[src/hdl/imhq_ram.sv]
// ----------------------------------------------------------------------------
// imhq_ram
// generic single write port, single read port ram with registered read
// ----------------------------------------------------------------------------
`timescale 1ns / 1ps
`default_nettype none
module imhq_ram #(
    parameter int WIDTH = 8,
    parameter int DEPTH = 16
) (
    input  wire logic                     clk,
    input  wire logic                     wr_en,
    input  wire logic [$clog2(DEPTH)-1:0] wr_addr,
    input  wire logic [WIDTH-1:0]         wr_data,
    input  wire logic                     rd_en,
    input  wire logic [$clog2(DEPTH)-1:0] rd_addr,
    output logic      [WIDTH-1:0]         rd_data
);

    logic [WIDTH-1:0] mem [DEPTH];

    // write port
    always_ff @(posedge clk)
    begin
        if (wr_en)
        begin
            mem[wr_addr] <= wr_data;
        end
    end

    // registered read port
    always_ff @(posedge clk)
    begin
        if (rd_en)
        begin
            rd_data <= mem[rd_addr];
        end
    end

endmodule
`default_nettype wire

[config.mk]
export PLATFORM = sky130hd
export DESIGN_NAME = imhq_ram
export DESIGN_NICKNAME = d
export VERILOG_FILES = /design/src/hdl/imhq_ram.sv
export SDC_FILE = /design/constraint.sdc
export NUM_CORES = 1
export LEC_CHECK = 0
export ABC_CLOCK_PERIOD_IN_PS = 5100
export BUFFER_PORTS_ARGS = -buffer_cell sky130_fd_sc_hd__clkbuf_2
export CORE_MARGIN = 5
export CORE_UTILIZATION = 65
export DETAILED_ROUTE_END_ITERATION = 16
export GPL_ROUTABILITY_DRIVEN = 0
export HOLD_SLACK_MARGIN = 0.06
export PLACE_DENSITY = 0.8
export SLEW_MARGIN = 20
export SYNTH_ARGS = -nofsm -noshare
export SYNTH_HDL_FRONTEND = slang
export SYNTH_SLANG_ARGS = --single-unit
[constraint.sdc]
create_clock -name clk -period 5.1 [get_ports clk]
set_clock_uncertainty 0.1 [all_clocks]
set_input_delay 1.02 -clock clk [delete_from_list [all_inputs] [get_ports clk]]
set_output_delay 1.02 -clock clk [all_outputs]
set_load 0.05 [all_outputs]
==> results of run 1 <==
==> worst register-to-register path, delay by kind of cell, from the launching register on <==
family           cells  cell delay, ps
multiplexers         1             550
flip-flops           1             360
AO/OA/AOI/OAI        1             330
AND/OR/NAND/NOR      1             110
==> layout make-up <==
cell class / count / area (sq um) / area share (%)
sequential: 136 / 4080 / 67.4
clock buffer: 19 / 422 / 6.96
timing repair buffer: 30 / 160 / 2.64
tap: 102 / 128 / 2.11
multi-input combinational: 83 / 1060 / 17.5
clock inverter: 13 / 203 / 3.35
==> worst paths after layout <==
kind / startpoint / endpoint / cells past startpoint
setup reg to reg: mem[1][5]$_DFFE_PP_ / rd_data[5]$_DFFE_PP_ / 3
setup / recovery: rd_addr[0] / rd_data[3]$_DFFE_PP_ / 5
hold / removal: mem[12][0]$_DFFE_PP_ / rd_data[0]$_DFFE_PP_ / 3
hold reg to reg: mem[12][0]$_DFFE_PP_ / rd_data[0]$_DFFE_PP_ / 3
==> power breakdown <==
group / leakage (nW) / internal (W) / switching (W)
registers: 1.24 / 0.00126 / 0.00000628
logic: 0.500 / 0.0000444 / 0.0000875
clock network: 0.291 / 0.000839 / 0.000428
==> sequential cells by signal (all words and copies together) (netlist names) <==
register  flops
rd_data       8
mem         128
==> cells by family (layout without fill, tap and decap cells) <==
logic type | after synthesis | count (layout) | share of synthesized area [%]
flip-flops | 136 | 136 | 78.1
AND/OR/NAND/NOR | 35 | 35 | 3.14
multiplexers | 32 | 32 | 14.8
AO/OA/AOI/OAI | 16 | 16 | 2.30
buffers and inverters | 10 | 62 | 1.65
==> cell usage in the layout (no fill, tap or decap), drive strengths merged <==
master,synthesis,final
nand2,9,9
and2b,1,1
a22oi,16,16
or3b,1,1
nor2b,1,1
clkinvlp,0,4
nand3,1,1
mux4,32,32
nor2,13,13
nand3b,2,2
clkinv,0,4
edfxtp,136,136
and2,1,1
bufinv,0,5
nor3,4,4
nand2b,2,2
clkbuf,0,45
buf,7,4
==> stage by stage <==
step,utilization [%],std cells,setup slack (ps)
6_report,78.0,383,2330
5_1_grt,78.0,383,2150
4_1_cts,78.0,383,2330
3_5_place_dp,70.0,351,1770
3_3_place_gp,69.9,351,1800
2_1_floorplan,-,229,2490
==> layer usage <==
metal | vias up | track usage [%]
met5 | - | 0
met4 | 0 | 8.61
met3 | 16 | 6.31
met2 | 144 | 30.8
met1 | 1311 | 33.6
li1 | 1069 | -
==> flow_metrics.py, run 1 <==
metrics = {
    "run_status": {
        "outcome": "completed",
    },
    "cells_and_area": {
        "drive_gt1_share_pct": 28.1,
        "antenna_cells": 0,
        "area_growth_pct": 15.9,
        "fillers": 389,
        "fin_nets": 287,
        "final_area_sq_mm": 0.00606,
    },
    "critical_path": {
        "path_cells": "clkbuf_2, buf_4, mux4_1, a22oi_1, nand2_1",
        "end_kind": "flip-flop",
        "cp_slowest_cell": "clkbuf_2",
        "critical-path-max-stage-delay_ps": 640,
        "critPathTopFamily": "buffers and inverters",
        "critPathMaxFanout": 23,
        "cp_num_buf_inv": 2,
        "worstSetupPathType": "primary input to flip-flop",
        "rrSetupSlack_ps": 3400,
        "critPathArrivalTime_ps": 2930,
        "critPathLaunchType": "primary input",
        "worst_ep_required_time_ps": 5260,
    },
    "synthesis": {
        "synthTopCellsByArea": "edfxtp_1, mux4_2, mux4_1",
        "synth_ff_type": "edfxtp_1",
        "syn_avg_cell_area_sq_um": 22.8,
        "ys_top_cells_by_count": "edfxtp_1, mux4_2, a22oi_1, mux4_1, nor2_1",
        "syn_nets": 248,
        "synth_seq_cells": 136,
        "synth_area_sq_mm": 0.00523,
        "yosysWarnings": 0,
        "synth_top_area_share_pct": 78.1,
        "ys_seq_area_share_pct": 78.1,
        "async_reset_ff_share_pct": 0,
        "synthCells": 229,
        "synth-edff-count": 136,
        "synth.largest_area_cell": "edfxtp_1",
        "synthDistinctLibCells": 18,
        "yosysMostFrequentCell": "edfxtp_1",
    },
    "clock_tree": {
        "hold_buffers": 0,
        "cts-root-buf": "clkbuf_8",
        "cts_post_setup_buffers_inserted": 0,
        "cts_sinks": 136,
        "clockBufferDepth": 2,
        "htree_levels": 4,
        "clock_latency_ps": 500,
        "path_clk_slew_ps": 60,
        "cts_resized": 0,
        "tritoncts": "built",
        "numCtsBuffers": 17,
    },
    "power_and_ir_drop": {
        "p_leak_nw": 2.03,
        "power_w": 0.00267,
        "ir_drop_mv": 0.425,
        "cellPowerDensity_mw_per_mm2": 440,
    },
    "floorplan": {
        "start_util_pct": 67.3,
        "ios": 27,
        "die_x_um": 99.7,
        "std_cell_rows": 32,
        "core_sq_mm": 0.00777,
        "die_h_um": 99.7,
        "design.die.area_sq_mm": 0.00994,
    },
    "routing": {
        "vias": 2540,
        "wire_per_inst_um": 26.0,
        "wl_um": 9950,
        "drc": 0,
        "wl_met3_um": 851,
        "drtPass1Iterations": 7,
        "highest_layer": "met4",
        "initialDrtViolationCount": 250,
        "wl_met2_um": 4790,
        "met1Wirelength_um": 4120,
        "detail-route-antenna-nets": 0,
        "vias_per_cell": 6.63,
    },
    "flow_run": {
        "drv_cap": 0,
    },
    "global_route": {
        "grt_max_degree": 33,
        "gr-total-overflow": 0,
        "grt_pass1_wl_um": 15300,
        "antenna_found_initial": 0,
        "grt_pass1_vias": 2582,
        "grt.total_usage_pct": 22.1,
    },
    "place": {
        "dp_hpwl_um": 5800,
        "place_area_sq_mm": 0.00543,
        "place.port_buffers": 26,
    },
    "worst_hold_path": {
        "worstHoldPathType": "flip-flop to flip-flop",
    },
    "timing": {
        "hold_slack_ps": 656,
        "final.min_clock_period_ps": 2770,
        "slew_viol_final": 0,
        "worst_pin_slew_ps": 891,
        "setup_tns_ps": 0,
        "grt_setup_unrepaired": "no",
        "hold_viol": 0,
        "fmax_ghz": 0.361,
        "setup_viol": 0,
        "max_slew_margin_pct": 40.6,
        "min_period_over_period_pct": 54.3,
    },
}
No activity file was read; power rests on OpenSTA's default activity.
==> inputs of run 2 (changes only) <==
--- a/config.mk
+++ b/config.mk
@@ -5,14 +5,14 @@
 export SDC_FILE = /design/constraint.sdc
 export NUM_CORES = 1
 export LEC_CHECK = 0
-export ABC_CLOCK_PERIOD_IN_PS = 5100
+export ABC_CLOCK_PERIOD_IN_PS = 2550
 export BUFFER_PORTS_ARGS = -buffer_cell sky130_fd_sc_hd__clkbuf_2
 export CORE_MARGIN = 5
-export CORE_UTILIZATION = 65
+export CORE_UTILIZATION = 60
 export DETAILED_ROUTE_END_ITERATION = 16
 export GPL_ROUTABILITY_DRIVEN = 0
 export HOLD_SLACK_MARGIN = 0.06
-export PLACE_DENSITY = 0.8
+export PLACE_DENSITY = 0.74
 export SLEW_MARGIN = 20
 export SYNTH_ARGS = -nofsm -noshare
 export SYNTH_HDL_FRONTEND = slang
==> constraint.sdc (replaced) <==
create_clock -name clk -period 2.55 [get_ports clk]
set_clock_uncertainty 0.1 [all_clocks]
set_input_delay 0.51 -clock clk [delete_from_list [all_inputs] [get_ports clk]]
set_output_delay 0.51 -clock clk [all_outputs]
set_load 0.05 [all_outputs]
==> run 2 against run 1 <==
  * Non-clock buffer count rose by 16
  * Combinational power is 100% higher
  * Design area up 2.0%
  * First-iteration DRC count down 18%
  * Via count shrank 1.6%
  * Sequential power rose by 99%
  * Worst setup slack got worse by 1600 ps
  * Total power is 96% higher
  * Count of clock-buffer cells in the layout is 1 lower
  * Critical endpoint is now rd_data[7]
  * Largest cell class unchanged
  * Highest routed layer unchanged
==> flow_metrics.py, run 2 (synthesized netlist as in run 1, its figures left out) <==
metrics = {
    "critical_path": {
        "cp_slowest_cell": "edfxtp_1",
        "critPathLaunch": "rd_data[7]$_DFFE_PP_",
        "worst_ep_required_time_ps": 1940,
        "critPathTopFamily": "flip-flops",
        "cp_num_buf_inv": 1,
        "crit_cells": 1,
        "endpoint": "rd_data[7]",
        "r2r-end": "rd_data[0]$_DFFE_PP_",
        "critPathArrivalTime_ps": 1200,
        "rrSetupSlack_ps": 940,
        "end_kind": "output port",
        "critical-path-max-stage-delay_ps": 410,
        "worstSetupPathType": "flip-flop to output port",
        "r2r-start": "mem[1][0]$_DFFE_PP_",
        "path_cells": "clkbuf_2",
        "critPathLaunchType": "flip-flop",
        "critPathMaxFanout": 1,
        "reg2regPathDepth": 3,
    },
    "routing": {
        "wl_um": 9960,
        "vias": 2500,
        "detail-route-antenna-nets": 0,
        "drtPass1Iterations": 4,
        "vias_per_cell": 6.19,
        "initialDrtViolationCount": 204,
        "drc": 0,
        "wire_per_inst_um": 24.6,
    },
    "place": {
        "place.port_buffers": 26,
        "pre_cts_slack_ps": 336,
        "dp_hpwl_um": 5930,
    },
    "cells_and_area": {
        "drive_gt1_share_pct": 31.8,
        "regMostFlops": "mem",
        "fillers": 501,
        "area_growth_pct": 18.2,
        "largestRegisters": "mem x128, rd_data x8",
        "largest_reg_flops": 128,
        "final_common_cell": "edfxtp_1",
        "fin_nets": 303,
        "antenna_cells": 0,
        "most-common-layout-cells": "edfxtp_1, clkbuf_2, mux4_2, buf_4",
    },
    "global_route": {
        "antenna_found_initial": 0,
        "grt_pass1_vias": 2605,
        "grt_pass1_wl_um": 15300,
        "grt.total_usage_pct": 21.2,
        "gr-total-overflow": 0,
        "grt_max_degree": 33,
    },
    "floorplan": {
        "std_cell_rows": 34,
        "design.die.area_sq_mm": 0.0107,
        "start_util_pct": 60.8,
        "die_x_um": 103,
        "core_sq_mm": 0.00859,
        "ios": 27,
        "die_h_um": 103,
    },
    "flow_run": {
        "drv_cap": 0,
    },
    "timing": {
        "fmax_ghz": 0.553,
        "setup_ws_ps": 742,
        "final.min_clock_period_ps": 1810,
        "hold_slack_ps": 309,
        "setup_viol": 0,
        "hold_viol": 0,
        "grt_setup_unrepaired": "no",
        "slew_viol_final": 0,
        "min_period_over_period_pct": 70.9,
        "worst_pin_slew_ps": 490,
        "setup_tns_ps": 0,
        "max_slew_margin_pct": 67.3,
    },
    "clock_tree": {
        "clock_latency_ps": 510,
        "hold_buffers": 0,
        "cts_resized": 0,
        "path_clk_slew_ps": 60,
        "clockBufferDepth": 2,
        "numCtsBuffers": 17,
        "tritoncts": "built",
        "cts_sinks": 136,
        "cts_post_setup_buffers_inserted": 0,
        "htree_levels": 4,
        "cts-root-buf": "clkbuf_8",
    },
    "power_and_ir_drop": {
        "p_leak_nw": 2.12,
        "cellPowerDensity_mw_per_mm2": 848,
        "ir_drop_mv": 0.515,
    },
    "worst_hold_path": {
        "worstHoldPathType": "primary input to flip-flop",
        "hold_path_depth": 1,
    },
    "run_status": {
        "outcome": "completed",
    },
}
run 2: cell count changes in the layout (fill, tap and decap cells not counted), sizes merged:
cell,change
buf,+16
clkinv,+3
clkinvlp,-2
bufinv,-1
clkbuf,-1
run 2: worst min-delay path by stage:
stage / to / startpoint / slack (ps)
after global placement: rd_data[2]$_DFFE_PP_ / mem[8][2]$_DFFE_PP_ / 630
after floorplan: mem[0][0]$_DFFE_PP_ / wr_data[0] / 510
after detailed placement: rd_data[4]$_DFFE_PP_ / mem[11][4]$_DFFE_PP_ / 650
final: mem[12][3]$_DFFE_PP_ / wr_data[3] / 310
after CTS: rd_data[2]$_DFFE_PP_ / rd_en / 280
after global routing: rd_data[2]$_DFFE_PP_ / rd_en / 300
run 2: where the power goes:
part           switching, W  total [W]  internal (W)
logic              0.000166   0.000265     0.0000989
clock network      0.000863    0.00244       0.00157
registers         0.0000148    0.00253       0.00252
total               0.00104    0.00524       0.00419
run 2: final cells by class:
cell class / count / area, sq um / area share [%]
multi-input combinational: 83 / 1060 / 17.1
clock buffer: 18 / 418 / 6.76
tap: 108 / 135 / 2.19
timing repair buffer: 46 / 305 / 4.94
clock inverter: 13 / 180 / 2.92
sequential: 136 / 4080 / 66.1
run 2: through the flow:
step / util (%) / cell area (sq um) / total power [W] / cells
2_1_floorplan: - / 5230 / 0.00274 / 229
3_3_place_gp: 65.0 / 5580 / 0.00284 / 373
3_5_place_dp: 65.0 / 5580 / 0.00284 / 373
4_1_cts: 71.9 / 6180 / 0.00527 / 404
5_1_grt: 71.9 / 6180 / 0.00542 / 404
6_report: 71.9 / 6180 / 0.00524 / 404
run 2: metal layers:
| metal | up-vias | share of wire (%) | track usage [%] |
|---|---|---|---|
| li1 | 1094 | - | - |
| met1 | 1292 | 41 | 28.5 |
| met2 | 106 | 51 | 34.0 |
| met3 | 8 | 7.2 | 6.77 |
| met4 | 0 | 0.85 | 6.27 |
| met5 | - | 0 | 0 |
==> inputs of run 3 (changes only) <==
--- a/config.mk
+++ b/config.mk
@@ -5,14 +5,14 @@
 export SDC_FILE = /design/constraint.sdc
 export NUM_CORES = 1
 export LEC_CHECK = 0
-export ABC_CLOCK_PERIOD_IN_PS = 2550
+export ABC_CLOCK_PERIOD_IN_PS = 1500
 export BUFFER_PORTS_ARGS = -buffer_cell sky130_fd_sc_hd__clkbuf_2
 export CORE_MARGIN = 5
-export CORE_UTILIZATION = 60
+export CORE_UTILIZATION = 54
 export DETAILED_ROUTE_END_ITERATION = 16
 export GPL_ROUTABILITY_DRIVEN = 0
 export HOLD_SLACK_MARGIN = 0.06
-export PLACE_DENSITY = 0.74
+export PLACE_DENSITY = 0.7
 export SLEW_MARGIN = 20
 export SYNTH_ARGS = -nofsm -noshare
 export SYNTH_HDL_FRONTEND = slang
==> constraint.sdc (replaced) <==
create_clock -name clk -period 1.5 [get_ports clk]
set_clock_uncertainty 0.1 [all_clocks]
set_input_delay 0.3 -clock clk [delete_from_list [all_inputs] [get_ports clk]]
set_output_delay 0.3 -clock clk [all_outputs]
set_load 0.05 [all_outputs]
==> run 3 against run 2 <==
  * Routed wire length rose by 2.0%
  * First-iteration DRC count grew 13%
  * Critical endpoint is now rd_data[5]
  * Final cell count up 9.2%
  * Worst setup slack lost 810 ps
  * Combinational power rose by 110%
  * Via count increased by 1.1%
  * Largest cell class unchanged
  * Sequential cell count did not move
  * Clock power up 80%
  * Global-route usage is 1.4 points lower
  * The flow now finishes with violations (negative setup slack)
  * Worst hold slack worse by 210 ps
  * Sequential power up 70%
  * Register-to-register slack worse by 980 ps
  * Highest routed layer unchanged
==> flow_metrics.py, run 3 (synthesized netlist as in run 1, its figures left out) <==
metrics = {
    "timing": {
        "worst_pin_slew_ps": 950,
        "fmax_ghz": 0.639,
        "max_slew_margin_pct": 36.5,
        "hold_slack_ps": 104,
        "hold_viol": 0,
        "slew_viol_final": 0,
        "min_period_over_period_pct": 104,
        "setup_viol": 5,
        "grt_setup_unrepaired": "yes",
        "final.min_clock_period_ps": 1560,
        "setup_ws_ps": -64.4,
    },
    "critical_path": {
        "critPathLaunch": "rd_data[5]$_DFFE_PP_",
        "critPathTopFamily": "flip-flops",
        "r2r-end": "rd_data[6]$_DFFE_PP_",
        "r2r-start": "mem[11][6]$_DFFE_PP_",
        "critical-path-max-stage-delay_ps": 470,
        "critPathMaxFanout": 1,
        "rrSetupSlack_ps": -40,
        "path_cells": "buf_8",
        "cp_slowest_cell": "edfxtp_1",
        "worst_ep_required_time_ps": 1100,
        "reg2regPathDepth": 3,
        "end_kind": "output port",
        "critPathLaunchType": "flip-flop",
        "crit_cells": 1,
        "endpoint": "rd_data[5]",
        "worstSetupPathType": "flip-flop to output port",
        "critPathArrivalTime_ps": 1160,
        "cp_num_buf_inv": 1,
    },
    "global_route": {
        "met1_usage_pct": 26.5,
        "grt_max_degree": 17,
        "grt_pass1_wl_um": 16100,
        "use_met2_pct": 30.9,
        "grt_use_met3_pct": 6.33,
        "grt.total_usage_pct": 19.9,
        "grt_pass1_vias": 2669,
        "gr-total-overflow": 0,
        "top_usage_layer": "met2",
        "antenna_found_initial": 0,
    },
    "clock_tree": {
        "numCtsBuffers": 17,
        "htree_levels": 4,
        "cts_sinks": 136,
        "clock_latency_ps": 500,
        "tritoncts": "built",
        "hold_buffers": 0,
        "path_clk_slew_ps": 50,
        "clockBufferDepth": 2,
        "cts-root-buf": "clkbuf_8",
    },
    "power_and_ir_drop": {
        "combPwrFrac_pct": 5.9,
        "cellPowerDensity_mw_per_mm2": 1420,
        "power.internal_w": 0.00754,
        "power_frac_seq_pct": 46.6,
        "swShare_pct": 18.6,
        "p_leak_nw": 2.18,
        "ir_drop_mv": 0.911,
        "p_sw_w": 0.00172,
        "power_frac_clock_pct": 47.4,
        "power_w": 0.00926,
    },
    "place": {
        "place.port_buffers": 26,
        "post-place-cells": 409,
        "pre_cts_slack_ps": -484,
        "dp_hpwl_um": 6760,
    },
    "floorplan": {
        "ios": 27,
        "die_x_um": 108,
        "design.die.area_sq_mm": 0.0117,
        "start_util_pct": 54.5,
        "core_sq_mm": 0.00959,
        "die_h_um": 108,
        "std_cell_rows": 36,
    },
    "routing": {
        "wire_per_inst_um": 23.0,
        "drc": 0,
        "initialDrtViolationCount": 230,
        "vias": 2527,
        "detail-route-antenna-nets": 0,
        "vias_per_cell": 5.73,
        "drtPass1Iterations": 7,
        "wl_um": 10200,
    },
    "cells_and_area": {
        "antenna_cells": 0,
        "final_cells": 441,
        "drive_gt1_share_pct": 43.2,
        "final_common_cell": "edfxtp_1",
        "regMostFlops": "mem",
        "largestRegisters": "mem x128, rd_data x8",
        "largest_reg_flops": 128,
        "area_growth_pct": 24.4,
        "most-common-layout-cells": "edfxtp_1, mux4_2, buf_4, clkbuf_2, clkbuf_16",
        "fin_nets": 314,
    },
    "worst_hold_path": {
        "worstHoldPathType": "primary input to flip-flop",
    },
    "run_status": {
        "violations": "negative setup slack",
        "outcome": "complete, but fails checks",
    },
    "flow_run": {
        "drv_cap": 0,
    },
}
-- run 3: cell types whose count changed in the layout (fill, tap and decap cells not counted), sizes merged --
cell | previous run | this run
clkbuf | 44 | 41
clkinv | 7 | 5
clkinvlp | 2 | 0
buf | 20 | 37
bufinv | 4 | 6
-- run 3: metrics by stage --
stage / utilization (%) / area [sq um] / setup TNS (ps)
2_1_floorplan: - / 5250 / -816
3_3_place_gp: 60.0 / 5760 / -4940
3_5_place_dp: 60.0 / 5760 / -6690
4_1_cts: 67.5 / 6480 / -334
5_1_grt: 67.8 / 6500 / -620
6_report: 67.8 / 6500 / -156
-- run 3: layer usage --
metal,vias up,routed length [um]
li1,1101,-
met1,1316,4040
met2,104,5210
met3,6,780
met4,0,123
met5,-,0
-- run 3: power groups by stage --
stage               Combinational, W  Sequential (W)  Clock [W]
detailed placement          0.000507         0.00439          0
CTS                         0.000548         0.00431    0.00447
floorplan                   0.000239         0.00444          0
global placement            0.000495         0.00438          0
global route                0.000592         0.00432    0.00468
finish                      0.000551         0.00431    0.00439
-- run 3: worst min-delay path by stage --
stage	start	end	slack, ps	depth (start not counted)
CTS	rd_en	rd_data[6]$_DFFE_PP_	80	1
global placement	rd_en	rd_data[2]$_DFFE_PP_	620	1
floorplan	wr_data[0]	mem[0][0]$_DFFE_PP_	300	0
global route	rd_en	rd_data[1]$_DFFE_PP_	90	1
finish	rd_en	rd_data[4]$_DFFE_PP_	100	1
detailed placement	rd_en	rd_data[4]$_DFFE_PP_	610	1
-- run 3: cell type report --
class / instances / area, sq um
multi-input combinational: 83 / 1100
fill: 601 / 3090
timing repair buffer: 57 / 526
clock buffer: 21 / 429
tap: 133 / 166
sequential: 136 / 4080
clock inverter: 11 / 201
-- run 3: repair_timing --
| item | CTS | global route |
|---|---|---|
| setup endpoints to repair | 15 | 16 |
| pin swaps | 3 | 2 |
| buffers inserted | 0 | 0 |
| hold endpoints to repair | 0 | 0 |
| resized for setup | 22 | 11 |
